`config.mk`:
```
export PLATFORM = sky130hd
export DESIGN_NAME = midpoint_line_rasterizer
export DESIGN_NICKNAME = d
export VERILOG_FILES = /design/src/rtl/mlr_pkg.sv /design/src/rtl/mlr_setup.sv /design/src/rtl/mlr_step.sv /design/src/rtl/midpoint_line_rasterizer.sv
export VERILOG_INCLUDE_DIRS = /design/src /design/src/rtl
export SDC_FILE = /design/constraint.sdc
export NUM_CORES = 1
export LEC_CHECK = 0
export ABC_AREA = 1
export BUFFER_PORTS_ARGS = -buffer_cell sky130_fd_sc_hd__buf_2
export CORE_MARGIN = 1.5
export CORE_UTILIZATION = 68
export CTS_CLUSTER_SIZE = 30
export DETAILED_ROUTE_END_ITERATION = 8
export PLACE_DENSITY_LB_ADDON = 0.12
export SYNTH_ARGS = -nofsm -noshare
export SYNTH_HDL_FRONTEND = slang
export SYNTH_SLANG_ARGS = --single-unit
```
`constraint.sdc`:
```
create_clock -name i_clk -period 16.7 [get_ports i_clk]
set_input_delay 3.34 -clock i_clk [delete_from_list [all_inputs] [get_ports i_clk]]
set_output_delay 3.34 -clock i_clk [all_outputs]
set_load 0.01 [all_outputs]
```
`src/rtl/midpoint_line_rasterizer_macros.svh`:
```
// Assertion macros for the midpoint line rasterizer.
`ifndef MIDPOINT_LINE_RASTERIZER_MACROS_SVH
`define MIDPOINT_LINE_RASTERIZER_MACROS_SVH

// Same-cycle implication, checked out of reset.
`define MLR_ASSERT_NOW(lbl, ante, cons, msg) \
    lbl: assert property (@(posedge i_clk) disable iff (!i_rst_n) (ante) |-> (cons)) \
        else $error(msg);

// Next-cycle implication, checked out of reset.
`define MLR_ASSERT_NEXT(lbl, ante, cons, msg) \
    lbl: assert property (@(posedge i_clk) disable iff (!i_rst_n) (ante) |=> (cons)) \
        else $error(msg);

`endif

```
`src/rtl/mlr_pkg.sv`:
```
// Shared types and codes for the midpoint line rasterizer.
`default_nettype none

package mlr_pkg;

    typedef enum logic [1:0] {
        OCT_SHALLOW_RISE = 2'd0,
        OCT_SHALLOW_FALL = 2'd1,
        OCT_STEEP_RISE   = 2'd2,
        OCT_STEEP_FALL   = 2'd3
    } t_octant;

    localparam logic ACT_START   = 1'b0;
    localparam logic ACT_ADVANCE = 1'b1;

endpackage

`default_nettype wire

```
`src/rtl/mlr_setup.sv`:
```
// Line setup: endpoint ordering, octant choice, initial decision and increments.
`default_nettype none

module mlr_setup
    import mlr_pkg::*;
#(
    parameter int COORD_BITS = 12,
    localparam int DEC_BITS = COORD_BITS + 4
) (
    input  logic [COORD_BITS-1:0]      i_start_x,
    input  logic [COORD_BITS-1:0]      i_start_y,
    input  logic [COORD_BITS-1:0]      i_end_x,
    input  logic [COORD_BITS-1:0]      i_end_y,
    output logic [COORD_BITS-1:0]      o_first_x,
    output logic [COORD_BITS-1:0]      o_first_y,
    output logic [COORD_BITS-1:0]      o_stop,
    output logic signed [DEC_BITS-1:0] o_decision,
    output logic signed [DEC_BITS-1:0] o_step_axial,
    output logic signed [DEC_BITS-1:0] o_step_diagonal,
    output t_octant                    o_octant,
    output logic                       o_last
);

    localparam int EXT_BITS = DEC_BITS - COORD_BITS;

    logic                       w_swap;
    logic [COORD_BITS-1:0]      w_xa;
    logic [COORD_BITS-1:0]      w_ya;
    logic [COORD_BITS-1:0]      w_xb;
    logic [COORD_BITS-1:0]      w_yb;
    logic signed [DEC_BITS-1:0] w_dx;
    logic signed [DEC_BITS-1:0] w_dy;
    logic signed [DEC_BITS-1:0] w_dx2;
    logic signed [DEC_BITS-1:0] w_dy2;
    logic signed [DEC_BITS-1:0] w_ady;
    logic                       w_shallow;

    assign w_swap = i_start_x > i_end_x;
    assign w_xa   = w_swap ? i_end_x   : i_start_x;
    assign w_ya   = w_swap ? i_end_y   : i_start_y;
    assign w_xb   = w_swap ? i_start_x : i_end_x;
    assign w_yb   = w_swap ? i_start_y : i_end_y;

    assign w_dx  = $signed({{EXT_BITS{1'b0}}, w_xb}) - $signed({{EXT_BITS{1'b0}}, w_xa});
    assign w_dy  = $signed({{EXT_BITS{1'b0}}, w_yb}) - $signed({{EXT_BITS{1'b0}}, w_ya});
    assign w_dx2 = w_dx <<< 1;
    assign w_dy2 = w_dy <<< 1;
    assign w_ady = w_dy[DEC_BITS-1] ? -w_dy : w_dy;

    assign w_shallow = w_dx >= w_ady;

    assign o_first_x = w_xa;
    assign o_first_y = w_ya;
    assign o_stop    = w_shallow ? w_xb : w_yb;
    assign o_last    = w_shallow ? (w_xa == w_xb) : (w_ya == w_yb);

    always_comb begin
        if (w_shallow) begin
            o_octant = w_dy[DEC_BITS-1] ? OCT_SHALLOW_FALL : OCT_SHALLOW_RISE;
        end else begin
            o_octant = w_dy[DEC_BITS-1] ? OCT_STEEP_FALL : OCT_STEEP_RISE;
        end
    end

    always_comb begin
        unique case (o_octant)
            OCT_SHALLOW_RISE: begin
                o_decision      = w_dy2 - w_dx;
                o_step_axial    = w_dy2;
                o_step_diagonal = w_dy2 - w_dx2;
            end
            OCT_SHALLOW_FALL: begin
                o_decision      = w_dy2 + w_dx;
                o_step_axial    = w_dy2;
                o_step_diagonal = w_dy2 + w_dx2;
            end
            OCT_STEEP_RISE: begin
                o_decision      = w_dy - w_dx2;
                o_step_axial    = -w_dx2;
                o_step_diagonal = w_dy2 - w_dx2;
            end
            default: begin
                o_decision      = w_dy + w_dx2;
                o_step_axial    = w_dx2;
                o_step_diagonal = w_dy2 + w_dx2;
            end
        endcase
    end

endmodule

`default_nettype wire

```
`src/rtl/mlr_step.sv`:
```
// One rasterizer step: next pixel, next decision value and end-of-line flag.
`default_nettype none

module mlr_step
    import mlr_pkg::*;
#(
    parameter int COORD_BITS = 12,
    localparam int DEC_BITS = COORD_BITS + 4
) (
    input  logic [COORD_BITS-1:0]      i_cur_x,
    input  logic [COORD_BITS-1:0]      i_cur_y,
    input  logic [COORD_BITS-1:0]      i_stop,
    input  logic signed [DEC_BITS-1:0] i_decision,
    input  logic signed [DEC_BITS-1:0] i_step_axial,
    input  logic signed [DEC_BITS-1:0] i_step_diagonal,
    input  t_octant                    i_octant,
    output logic [COORD_BITS-1:0]      o_next_x,
    output logic [COORD_BITS-1:0]      o_next_y,
    output logic signed [DEC_BITS-1:0] o_next_decision,
    output logic                       o_last
);

    localparam logic [COORD_BITS-1:0] ONE = COORD_BITS'(1);

    logic w_axial;
    logic w_pos;
    logic w_neg;

    assign w_neg = i_decision[DEC_BITS-1];
    assign w_pos = !w_neg && (i_decision != '0);

    always_comb begin
        unique case (i_octant)
            OCT_SHALLOW_RISE: begin
                w_axial  = !w_pos;
                o_next_x = i_cur_x + ONE;
                o_next_y = w_axial ? i_cur_y : i_cur_y + ONE;
                o_last   = o_next_x == i_stop;
            end
            OCT_SHALLOW_FALL: begin
                w_axial  = !w_neg;
                o_next_x = i_cur_x + ONE;
                o_next_y = w_axial ? i_cur_y : i_cur_y - ONE;
                o_last   = o_next_x == i_stop;
            end
            OCT_STEEP_RISE: begin
                w_axial  = !w_neg;
                o_next_x = w_axial ? i_cur_x : i_cur_x + ONE;
                o_next_y = i_cur_y + ONE;
                o_last   = o_next_y == i_stop;
            end
            default: begin
                w_axial  = !w_pos;
                o_next_x = w_axial ? i_cur_x : i_cur_x + ONE;
                o_next_y = i_cur_y - ONE;
                o_last   = o_next_y == i_stop;
            end
        endcase
    end

    assign o_next_decision = i_decision + (w_axial ? i_step_axial : i_step_diagonal);

endmodule

`default_nettype wire

```
`src/rtl/midpoint_line_rasterizer.sv`:
```
// Midpoint line rasterizer top level: input register, line state, result register.
// Items wait in the input register; each pixel enters the result register once it is free.
// One item per cycle unless stalled; each step is one decision add and one coordinate compare.
// A stalled result holds the pipe while the input register still takes one more item.
// Reset (i_rst_n low, synchronous) empties both registers and ends any active line.
`default_nettype none

`include "midpoint_line_rasterizer_macros.svh"

module midpoint_line_rasterizer
    import mlr_pkg::*;
#(
    parameter int COORD_BITS = 12
) (
    input  logic                                    i_clk,
    input  logic                                    i_rst_n,
    input  logic                                    s_axis_tvalid,
    output logic                                    s_axis_tready,
    // start_x, start_y, end_x, end_y
    input  logic [((4*COORD_BITS+7)/8)*8-1:0]       s_axis_tdata,
    // action
    input  logic                                    s_axis_tuser,
    output logic                                    m_axis_tvalid,
    input  logic                                    m_axis_tready,
    // pixel_x, pixel_y
    output logic [((2*COORD_BITS+7)/8)*8-1:0]       m_axis_tdata,
    // last_pixel
    output logic                                    m_axis_tlast
);

    localparam int DEC_BITS  = COORD_BITS + 4;
    localparam int OUT_BITS  = ((2*COORD_BITS+7)/8)*8;

    logic                       r_in_valid;
    logic                       r_in_action;
    logic [COORD_BITS-1:0]      r_in_start_x;
    logic [COORD_BITS-1:0]      r_in_start_y;
    logic [COORD_BITS-1:0]      r_in_end_x;
    logic [COORD_BITS-1:0]      r_in_end_y;

    logic                       r_active;
    logic [COORD_BITS-1:0]      r_cur_x;
    logic [COORD_BITS-1:0]      r_cur_y;
    logic [COORD_BITS-1:0]      r_stop;
    logic signed [DEC_BITS-1:0] r_decision;
    logic signed [DEC_BITS-1:0] r_step_axial;
    logic signed [DEC_BITS-1:0] r_step_diagonal;
    t_octant                    r_octant;

    logic                       r_out_valid;
    logic [COORD_BITS-1:0]      r_out_x;
    logic [COORD_BITS-1:0]      r_out_y;
    logic                       r_out_last;

    logic                       n_active;
    logic [COORD_BITS-1:0]      n_cur_x;
    logic [COORD_BITS-1:0]      n_cur_y;
    logic [COORD_BITS-1:0]      n_stop;
    logic signed [DEC_BITS-1:0] n_decision;
    logic signed [DEC_BITS-1:0] n_step_axial;
    logic signed [DEC_BITS-1:0] n_step_diagonal;
    t_octant                    n_octant;
    logic                       n_out_last;

    logic                       w_fire;
    logic                       w_start;
    logic                       w_emit;

    logic [COORD_BITS-1:0]      w_setup_x;
    logic [COORD_BITS-1:0]      w_setup_y;
    logic [COORD_BITS-1:0]      w_setup_stop;
    logic signed [DEC_BITS-1:0] w_setup_decision;
    logic signed [DEC_BITS-1:0] w_setup_axial;
    logic signed [DEC_BITS-1:0] w_setup_diagonal;
    t_octant                    w_setup_octant;
    logic                       w_setup_last;

    logic [COORD_BITS-1:0]      w_step_x;
    logic [COORD_BITS-1:0]      w_step_y;
    logic signed [DEC_BITS-1:0] w_step_decision;
    logic                       w_step_last;

    assign w_fire  = r_in_valid && (!r_out_valid || m_axis_tready);
    assign w_start = r_in_action == ACT_START;
    assign w_emit  = w_start || r_active;

    assign s_axis_tready = !r_in_valid || w_fire;
    assign m_axis_tvalid = r_out_valid;
    assign m_axis_tdata  = OUT_BITS'({r_out_y, r_out_x});
    assign m_axis_tlast  = r_out_last;

    mlr_setup #(
        .COORD_BITS (COORD_BITS)
    ) u_setup (
        .i_start_x       (r_in_start_x),
        .i_start_y       (r_in_start_y),
        .i_end_x         (r_in_end_x),
        .i_end_y         (r_in_end_y),
        .o_first_x       (w_setup_x),
        .o_first_y       (w_setup_y),
        .o_stop          (w_setup_stop),
        .o_decision      (w_setup_decision),
        .o_step_axial    (w_setup_axial),
        .o_step_diagonal (w_setup_diagonal),
        .o_octant        (w_setup_octant),
        .o_last          (w_setup_last)
    );

    mlr_step #(
        .COORD_BITS (COORD_BITS)
    ) u_step (
        .i_cur_x         (r_cur_x),
        .i_cur_y         (r_cur_y),
        .i_stop          (r_stop),
        .i_decision      (r_decision),
        .i_step_axial    (r_step_axial),
        .i_step_diagonal (r_step_diagonal),
        .i_octant        (r_octant),
        .o_next_x        (w_step_x),
        .o_next_y        (w_step_y),
        .o_next_decision (w_step_decision),
        .o_last          (w_step_last)
    );

    always_comb begin
        n_active        = r_active;
        n_cur_x         = r_cur_x;
        n_cur_y         = r_cur_y;
        n_stop          = r_stop;
        n_decision      = r_decision;
        n_step_axial    = r_step_axial;
        n_step_diagonal = r_step_diagonal;
        n_octant        = r_octant;
        n_out_last      = w_step_last;
        if (w_fire && w_start) begin
            n_active        = !w_setup_last;
            n_cur_x         = w_setup_x;
            n_cur_y         = w_setup_y;
            n_stop          = w_setup_stop;
            n_decision      = w_setup_decision;
            n_step_axial    = w_setup_axial;
            n_step_diagonal = w_setup_diagonal;
            n_octant        = w_setup_octant;
            n_out_last      = w_setup_last;
        end else if (w_fire && r_active) begin
            n_active   = !w_step_last;
            n_cur_x    = w_step_x;
            n_cur_y    = w_step_y;
            n_decision = w_step_decision;
        end
    end

    always_ff @(posedge i_clk) begin
        if (!i_rst_n) begin
            r_in_valid      <= 1'b0;
            r_out_valid     <= 1'b0;
            r_active        <= 1'b0;
            r_cur_x         <= '0;
            r_cur_y         <= '0;
            r_stop          <= '0;
            r_decision      <= '0;
            r_step_axial    <= '0;
            r_step_diagonal <= '0;
            r_octant        <= OCT_SHALLOW_RISE;
        end else begin
            if (s_axis_tready) begin
                r_in_valid <= s_axis_tvalid;
            end
            if (w_fire) begin
                r_out_valid <= w_emit;
            end else if (m_axis_tready) begin
                r_out_valid <= 1'b0;
            end
            r_active        <= n_active;
            r_cur_x         <= n_cur_x;
            r_cur_y         <= n_cur_y;
            r_stop          <= n_stop;
            r_decision      <= n_decision;
            r_step_axial    <= n_step_axial;
            r_step_diagonal <= n_step_diagonal;
            r_octant        <= n_octant;
        end
    end

    always_ff @(posedge i_clk) begin
        if (s_axis_tvalid && s_axis_tready) begin
            r_in_action  <= s_axis_tuser;
            r_in_start_x <= s_axis_tdata[COORD_BITS-1:0];
            r_in_start_y <= s_axis_tdata[2*COORD_BITS-1:COORD_BITS];
            r_in_end_x   <= s_axis_tdata[3*COORD_BITS-1:2*COORD_BITS];
            r_in_end_y   <= s_axis_tdata[4*COORD_BITS-1:3*COORD_BITS];
        end
        if (w_fire && w_emit) begin
            r_out_x    <= n_cur_x;
            r_out_y    <= n_cur_y;
            r_out_last <= n_out_last;
        end
    end

    `MLR_ASSERT_NEXT(a_last_ends_line, w_fire && w_emit && n_out_last, !r_active,
        "line still active after its last pixel")
    `MLR_ASSERT_NEXT(a_idle_advance_silent, w_fire && !w_emit, !r_out_valid,
        "advance without an active line produced a pixel")
    `MLR_ASSERT_NEXT(a_in_held_on_stall, r_in_valid && !w_fire,
        r_in_valid && $stable(r_in_start_x) && $stable(r_in_end_y),
        "stalled input item was lost or overwritten")
    `MLR_ASSERT_NOW(a_shallow_not_at_stop,
        r_active && (r_octant == OCT_SHALLOW_RISE || r_octant == OCT_SHALLOW_FALL),
        r_cur_x != r_stop, "active shallow line already at its end x")
    `MLR_ASSERT_NOW(a_steep_not_at_stop,
        r_active && (r_octant == OCT_STEEP_RISE || r_octant == OCT_STEEP_FALL),
        r_cur_y != r_stop, "active steep line already at its end y")

endmodule

`default_nettype wire
```
==> key figures, run 1 <==
Synth
  • Mapped Avg Cell Area: 6.952 sq um
  • Mapped Cells: 2059
  • Top-area cell type share of the netlist area: 0.1552
  • Most used flip-flop cell after synthesis: sky130_fd_sc_hd__dfxtp_1
  • Ys async rst share: 0
  • Leading cell types by total area after synthesis: sky130_fd_sc_hd__edfxtp_1, sky130_fd_sc_hd__dfxtp_1, sky130_fd_sc_hd__nand2_1
  • Synthesis Warnings: 0
  • Flip-flop and latch count after synthesis: 161
  • Netlist area before placement: 14310 sq um
  • Count of flip-flops with a built-in enable after synthesis: 74
  • Synth unique cells: 63
  • Cell type with the largest total area after synthesis: sky130_fd_sc_hd__edfxtp_1
  • Sequential area share after synthesis: 0.2769

GRT
  • Number of antenna violations at the first check in global routing: 3
  • Global Route Usage Sum: 0.4050
  • Wire length of the first global-routing pass: 69810 um
  • Pin count of the biggest net entering global routing: 82
  • Overall overflow remaining after global route: 0
  • Number of global-route vias before repair: 13460

Routing
  • Via total after detailed routing: 14740
  • DRT Wirelength: 43870 um
  • Routed length per instance: 18.47 um
  • Via-per-instance ratio: 6.204
  • 1st-iter DRT viols: 1511
  • Count of nets left with antenna violations after detail routing: 0
  • First drt pass iteration count: 6
  • DRC violations left: 0

STA
  • Worst slew margin: 0.2545
  • Final setup slack of the worst path: 7.355 ns
  • Final total negative setup slack: 0 ns
  • Skew final: 0.01520 ns
  • Final-report setup violation count: 0
  • Fraction of the cycle the final worst path needs: 0.5596
  • Setup repair after global routing missed its margin: no
  • Peak clock frequency supported by timing: 107.0 MHz
  • Final Max Slew Viols: 0
  • Count of endpoints failing hold in the final timing report: 0
  • Final period demand of the worst path: 9.345 ns
  • Measured slew at the worst slew-check pin: 1.108 ns

Clocking
  • Post CTS Setup Buffer Count: 0
  • Post-CTS resize count: 0
  • Clock-pin transition on the worst setup and hold timing paths: 0.08 ns
  • Clock latency reported for the late side of the worst-skew pair: 0.45 ns
  • CTS tree: yes
  • Clk root buf: sky130_fd_sc_hd__clkbuf_16
  • Cts hold-fix bufs: 0
  • Total clock buffers created by CTS: 17
  • Clock Sinks: 161
  • Depth of the CTS H-tree: 4
  • Max clock buf depth: 2

Min path
  • Instance count along the most critical hold path: 2
  • Classification of the worst-slack hold path: reg -> reg

Final layout
  • Ratio of cells with drive above 1 in the final layout: 0.1066
  • Area taken by flip-flops and latches: 3964 sq um
  • Area growth, synth to finish: 7.202%
  • Fill cells: 1597
  • Multi-input logic area: 8976 sq um
  • Final-stage net count: 2254

Worst setup path
  • Critical Path Slowest Stage Cell: sky130_fd_sc_hd__nand2_4
  • Type of the worst setup path: reg -> reg
  • Crit-path max FO: 81
  • Max incr delay on CP: 0.67 ns
  • Depth of the most critical reg-to-reg path: 56
  • Type of element launching the critical path: flop
  • Crit path arrival time: 9.68 ns
  • Worst path most repeated cell: sky130_fd_sc_hd__nand2_1
  • CP endpoint kind: flop
  • Data required time of the critical path: 17.04 ns

Pwr
  • Final Total Pwr: 1.955 mW
  • Leakage component of the power: 7.182 nW
  • Power density of the placed cells: 127.4 nW/um^2
  • Peak supply drop: 74.81 uV

Die
  • Die width: 148.1 um
  • Die H: 148.1 um
  • Starting utilization of the core area: 0.7007
  • IO Count: 80
  • Rows: 52
  • Floorplan core area: 20430 sq um
  • Die Outline Area: 21930 sq um

Flow run
  • Reported max-cap violation count: 0

Run status
  • Outcome: finished, final reports clean

Place
  • Port-buffer cells: 79
  • Routability-driven placement congestion ratio: 0.9845
  • Worst slack at placement: 7.703 ns
  • Detail Placement HPWL: 32280 um
## final timing paths
check | slack (ns) | from | to
setup / recovery | 7.35 | r_in_end_x[0]$_DFFE_PP_ | r_decision[15]$_SDFFE_PN0P_
hold / removal | 0.48 | r_stop[1]$_SDFFE_PN0P_ | r_stop[1]$_SDFFE_PN0P_
setup reg to reg | 7.35 | r_in_end_x[0]$_DFFE_PP_ | r_decision[15]$_SDFFE_PN0P_
hold reg to reg | 0.48 | r_stop[1]$_SDFFE_PN0P_ | r_stop[1]$_SDFFE_PN0P_
## metrics by stage
step	area (sq um)	util	hold slack [ns]	cells
5_1_grt	15340	0.7510	0.4920	2374
3_5_place_dp	14770	0.7229	0.4663	2340
2_1_floorplan	14320	-	0.4455	2061
3_3_place_gp	14770	0.7229	0.4596	2340
4_1_cts	15340	0.7508	0.4792	2372
6_report	15350	0.7512	0.4798	2375
## logic make-up (layout without fill, tap and decap cells)
kind of cell / after synthesis / count (layout) / synth area share
simple gates: 791 / 791 / 0.2416
other cells: 1 / 6 / 0.0002620
buf+inv: 352 / 393 / 0.09754
compound gates: 545 / 545 / 0.2203
flops: 161 / 161 / 0.2769
xor+xnor: 95 / 95 / 0.06127
fa+ha+maj: 112 / 112 / 0.1005
mux: 2 / 2 / 0.001573
## registers in the layout, indices dropped and copies added (netlist names), 12 cells and up
signal / flops
r_cur_x: 12
r_in_start_y: 12
r_in_end_y: 12
r_in_start_x: 12
r_in_end_x: 12
r_out_x: 12
r_cur_y: 12
r_stop: 12
r_step_axial: 15
r_out_y: 12
r_step_diagonal: 15
r_decision: 16
## cells in the final DEF, fill, tap and decap left out, types with 5 or more instances in the layout
cell type	netlist	layout
sky130_fd_sc_hd__a211oi_1	6	6
sky130_fd_sc_hd__a21o_1	6	6
sky130_fd_sc_hd__a21oi_1	182	182
sky130_fd_sc_hd__a21oi_2	8	8
sky130_fd_sc_hd__a221oi_1	5	5
sky130_fd_sc_hd__a31oi_1	20	20
sky130_fd_sc_hd__a41oi_1	5	5
sky130_fd_sc_hd__buf_2	6	79
sky130_fd_sc_hd__buf_4	2	10
sky130_fd_sc_hd__clkbuf_16	0	17
sky130_fd_sc_hd__dfxtp_1	87	87
sky130_fd_sc_hd__edfxtp_1	74	74
sky130_fd_sc_hd__fa_1	5	5
sky130_fd_sc_hd__ha_1	107	107
sky130_fd_sc_hd__inv_1	255	252
sky130_fd_sc_hd__inv_2	13	16
sky130_fd_sc_hd__inv_8	0	5
sky130_fd_sc_hd__nand2_1	427	427
sky130_fd_sc_hd__nand2_2	16	16
sky130_fd_sc_hd__nand3_1	114	114
sky130_fd_sc_hd__nand3_2	5	5
sky130_fd_sc_hd__nand3b_1	5	5
sky130_fd_sc_hd__nand4_1	15	15
sky130_fd_sc_hd__nor2_1	141	139
sky130_fd_sc_hd__nor2_2	8	9
sky130_fd_sc_hd__nor3_1	15	15
sky130_fd_sc_hd__nor4_1	10	10
sky130_fd_sc_hd__o2111ai_1	9	9
sky130_fd_sc_hd__o211ai_1	32	32
sky130_fd_sc_hd__o21ai_0	182	182
sky130_fd_sc_hd__o21ai_1	28	27
sky130_fd_sc_hd__o21ai_2	6	7
sky130_fd_sc_hd__o21bai_1	12	12
sky130_fd_sc_hd__o221ai_1	14	14
sky130_fd_sc_hd__o22ai_1	10	10
sky130_fd_sc_hd__or2_2	19	19
sky130_fd_sc_hd__xnor2_1	10	10
sky130_fd_sc_hd__xor2_1	79	79
sky130_fd_sc_hd__xor2_2	5	5
## area by class of cell
class / count / share of cell area
inverter: 272 / 0.06653
clock buffer: 17 / 0.02772
multi-input combinational: 1548 / 0.5849
antenna: 3 / 0.0004892
sequential: 161 / 0.2583
tap: 270 / 0.02201
timing repair buffer: 89 / 0.03066
clock inverter: 15 / 0.009376
## Yosys cell counts (all sizes together) (4+ instances only)
library cell  instances
nor3                 17
o221ai               14
a21o                  6
nand4                15
o22ai                10
xnor2                11
nand2               447
a31oi                20
or2                  21
xor2                 84
a32oi                 4
ha                  107
clkbuf               58
fa                    5
nand3               121
o21ai               216
clkinv                4
o2111ai               9
a221oi                5
o21bai               12
a21oi               190
a41oi                 5
nor4                 10
dfxtp                87
nor2                152
nand3b                5
edfxtp               74
o211ai               32
buf                  22
inv                 268
a211oi                6
## critical path, delay by kind of cell, from the launching register on
| kind | cells | cell delay (ns) |
|---|---|---|
| buffers and inverters | 11 | 1.61 |
| xor gates and xnor gates | 1 | 0.19 |
| and+or+nand+nor | 26 | 3.27 |
| DFF | 1 | 0.42 |
| adders and majority gates | 4 | 1.35 |
| AOI/OAI and AO/OA | 14 | 2.32 |
## per-layer routing
metal,vias up,routed length [um],GRT usage
met5,-,0,0
met2,862,19430,0.6280
met3,115,5425,0.1215
li1,7013,-,-
met1,6745,17810,0.5390
met4,0,1204,0.1401
## where the power goes
group          total, mW  switching (mW)  internal, mW
clock              0.394           0.196         0.198
sequential         0.459          0.0193         0.440
combinational       1.10           0.737         0.365
(Power assumes the default switching activity.)
==> run 2, diff against run 1 <==
CORE_UTILIZATION = 63   (was 68)
clock period = 9.5 ns   (was 16.7 ns; I/O delays follow)
==> run 2 against run 1 <==
Effect of this change:
- count of clock-buffer cells in the layout is the same
- wire length shrank 1.7%
- setup slack worse by 6.3 ns
- worst hold slack got worse by 0.0027 ns
- non-clock buffer count is 4 higher
- critical path depth unchanged
- register-to-register slack got worse by 6.3 ns
- via count down 2.4%
- sequential power increased by 76%
- critical path type unchanged
- largest power group unchanged
==> key figures, run 2 (synthesis gave the netlist of run 1 again) <==
Place
  • Routability-driven placement congestion ratio: 0.9713 (-1.3%)
  • Number of cells in the design after placement: 2354 (+0.60%)
  • Port-buffer cells: 79 (unchanged)
  • Worst slack at placement: 1.235 ns (-6.467 ns)
  • Detail Placement HPWL: 32250 um (about the same)

Pwr
  • Internal power of the cells: 1.769 mW (+76%)
  • Combinational Power Share: 0.558 (-0.006)
  • Power density of the placed cells: 223.3 nW/um^2 (+75%)
  • Reported net switching power: 1.671 mW (+76%)
  • Part of the power in the clock network: 0.208 (+0.006)
  • Peak supply drop: 121.2 uV (+62%)
  • Relative contribution of sequential cells to total power: 0.235 (about the same)
  • Leakage component of the power: 7.212 nW (+0.42%)
  • Sw frac: 0.4858 (-0.001165)

GRT
  • Number of global-route vias before repair: 12960 (-3.8%)
  • Number of antenna violations at the first check in global routing: 1 (-2)
  • Overall overflow remaining after global route: 0 (unchanged)
  • Global Route Usage Sum: 0.3637 (-0.04131)
  • Pin count of the biggest net entering global routing: 67 (-18%)
  • Wire length of the first global-routing pass: 67770 um (-2.9%)

Routing
  • Routed length per instance: 18.06 um (-2.2%)
  • Metal1 wirelength: 18580 um (+4.3%)
  • 1st-iter DRT viols: 1438 (-4.8%)
  • Met2 routed wirelength: 19280 um (-0.76%)
  • Via total after detailed routing: 14380 (-2.4%)
  • First drt pass iteration count: 6 (unchanged)
  • Highest metal used: met4
  • Count of nets left with antenna violations after detail routing: 0 (unchanged)
  • Via-per-instance ratio: 6.025 (-2.9%)
  • DRC violations left: 0 (unchanged)
  • DR WL met3: 4513 um (-17%)
  • DRT Wirelength: 43110 um (-1.7%)

Worst setup path
  • Max incr delay on CP: 0.52 ns (-0.15 ns)
  • Type of element launching the critical path: flop
  • CP endpoint kind: flop
  • Critical Path Slowest Stage Cell: sky130_fd_sc_hd__nand2_4
  • Type of the worst setup path: reg -> reg
  • Crit-path max FO: 61 (-25%)
  • Data required time of the critical path: 9.85 ns (-7.19 ns)
  • Worst path most repeated cell: sky130_fd_sc_hd__nand2_1
  • Crit path arrival time: 8.80 ns (-0.88 ns)
  • Worst reg-to-reg setup slack: 1.05 ns (-6.31 ns)

Flow run
  • Reported max-cap violation count: 0 (unchanged)

Die
  • Rows: 54 (+3.8%)
  • IO Count: 80 (unchanged)
  • Starting utilization of the core area: 0.6499 (-0.05079)
  • Die H: 153.7 um (+3.8%)
  • Die width: 153.7 um (+3.8%)
  • Die Outline Area: 23640 sq um (+7.8%)
  • Floorplan core area: 22030 sq um (+7.8%)

STA
  • Peak clock frequency supported by timing: 118.3 MHz (+11%)
  • Setup repair after global routing missed its margin: no
  • Worst slew margin: 0.3024 (+0.04789)
  • Final total negative setup slack: 0 ns (unchanged)
  • Count of endpoints failing hold in the final timing report: 0 (unchanged)
  • Final setup slack of the worst path: 1.048 ns (-6.307 ns)
  • Measured slew at the worst slew-check pin: 1.037 ns (-0.07118 ns)
  • Fraction of the cycle the final worst path needs: 0.8897 (+0.3301)
  • Final period demand of the worst path: 8.453 ns (-0.8928 ns)
  • Final-report setup violation count: 0 (unchanged)
  • Skew final: 0.01466 ns (-0.0005310 ns)
  • Final Max Slew Viols: 0 (unchanged)

Final layout
  • Area taken by flip-flops and latches: 3964 sq um (unchanged)
  • Post-layout instance count excluding filler cells: 2387 (+0.51%)
  • Area growth, synth to finish: 7.604%
  • Fill cells: 1917 (+20%)
  • Flip-flop count of the largest register, all copies and words added: 16 (unchanged)
  • Top reg by flops: r_decision
  • Multi-input logic area: 8976 sq um (unchanged)
  • Top library cells by usage in the layout, fill and taps aside: sky130_fd_sc_hd__nand2_1, sky130_fd_sc_hd__inv_1, sky130_fd_sc_hd__a21oi_1, sky130_fd_sc_hd__o21ai_0, sky130_fd_sc_hd__nor2_1
  • Largest registers ranked by flip-flop count: r_decision (16), r_step_axial (15), r_step_diagonal (15)
  • Ratio of cells with drive above 1 in the final layout: 0.1083 (+0.001697)
  • Leading cell type in the layout, fill and taps excluded: sky130_fd_sc_hd__nand2_1
  • Final-stage net count: 2258 (+0.18%)

Clocking
  • Max clock buf depth: 2 (unchanged)
  • CTS tree: yes
  • Post-CTS resize count: 0 (unchanged)
  • Clk root buf: sky130_fd_sc_hd__clkbuf_16
  • Clock Sinks: 161 (unchanged)
  • Cts hold-fix bufs: 0 (unchanged)
  • Post CTS Setup Buffer Count: 0 (unchanged)
  • Clock latency reported for the late side of the worst-skew pair: 0.46 ns (about the same)
  • Total clock buffers created by CTS: 17 (unchanged)
  • Depth of the CTS H-tree: 4 (unchanged)
  • Clock-pin transition on the worst setup and hold timing paths: 0.08 ns (about the same)

Run status
  • Outcome: finished, final reports clean

Min path
  • Classification of the worst-slack hold path: reg -> reg
==> run 2: changes by cell type in the layout (fill, tap and decap cells not counted) <==
cell and delta:
sky130_fd_sc_hd__buf_4 +4, sky130_fd_sc_hd__clkinv_2 -1, sky130_fd_sc_hd__clkinv_4 +2, sky130_fd_sc_hd__clkinv_8 +1, sky130_fd_sc_hd__clkinvlp_4 -1, sky130_fd_sc_hd__diode_2 -2, sky130_fd_sc_hd__inv_6 -4, sky130_fd_sc_hd__inv_8 +3
==> run 2: final timing paths <==
path / from / endpoint / cells after the start
min: r_step_axial[15]$_SDFFE_PN0P_ / r_step_axial[15]$_SDFFE_PN0P_ / 2
max reg2reg: r_in_end_x[0]$_DFFE_PP_ / r_decision[15]$_SDFFE_PN0P_ / 56
max: r_in_end_x[0]$_DFFE_PP_ / r_decision[15]$_SDFFE_PN0P_ / 56
min reg2reg: r_step_axial[15]$_SDFFE_PN0P_ / r_step_axial[15]$_SDFFE_PN0P_ / 2
==> run 2: power by group through the flow <==
stage | clock network (mW) | registers [mW] | logic [mW]
after detailed placement | 0 | 0.821 | 1.85
final | 0.715 | 0.807 | 1.92
after global placement | 0 | 0.820 | 1.82
after floorplan | 0 | 0.813 | 1.42
after global routing | 0.742 | 0.811 | 2.11
after CTS | 0.721 | 0.805 | 1.86
==> run 2: area by class of cell <==
cell class / count / area share
Timing Repair Buffer: 93 / 0.03249
Antenna cell: 1 / 0.0001625
Clock buffer: 17 / 0.02762
Multi-Input combinational cell: 1548 / 0.5827
Sequential cell: 161 / 0.2573
Tap cell: 280 / 0.02274
Clock inverter: 15 / 0.01064
Inverter: 272 / 0.06628
==> run 2: through the flow <==
stage / utilization / cell area [sq um] / total power [mW] / hold WS, ns
after floorplan: - / 14320 / 2.233 / 0.4455
after global placement: 0.6725 / 14810 / 2.644 / 0.4581
after detailed placement: 0.6725 / 14810 / 2.672 / 0.4654
after CTS: 0.6992 / 15400 / 3.390 / 0.4773
after global routing: 0.6993 / 15400 / 3.667 / 0.4949
final: 0.6993 / 15400 / 3.439 / 0.4771
==> run 2: layer usage <==
layer  track usage  up-vias
met5             0        -
met4       0.09570        0
met3       0.08794       61
met2        0.5729      675
met1        0.5004     6612
li1              -     7034
==> run 2: critical path: cells and delay by family (launching register included) <==
kind / cells / cell delay, ns
simple gates: 26 / 2.99
xor+xnor: 1 / 0.17
flops: 1 / 0.42
fa+ha+maj: 4 / 1.32
buf+inv: 11 / 1.13
compound gates: 14 / 2.26
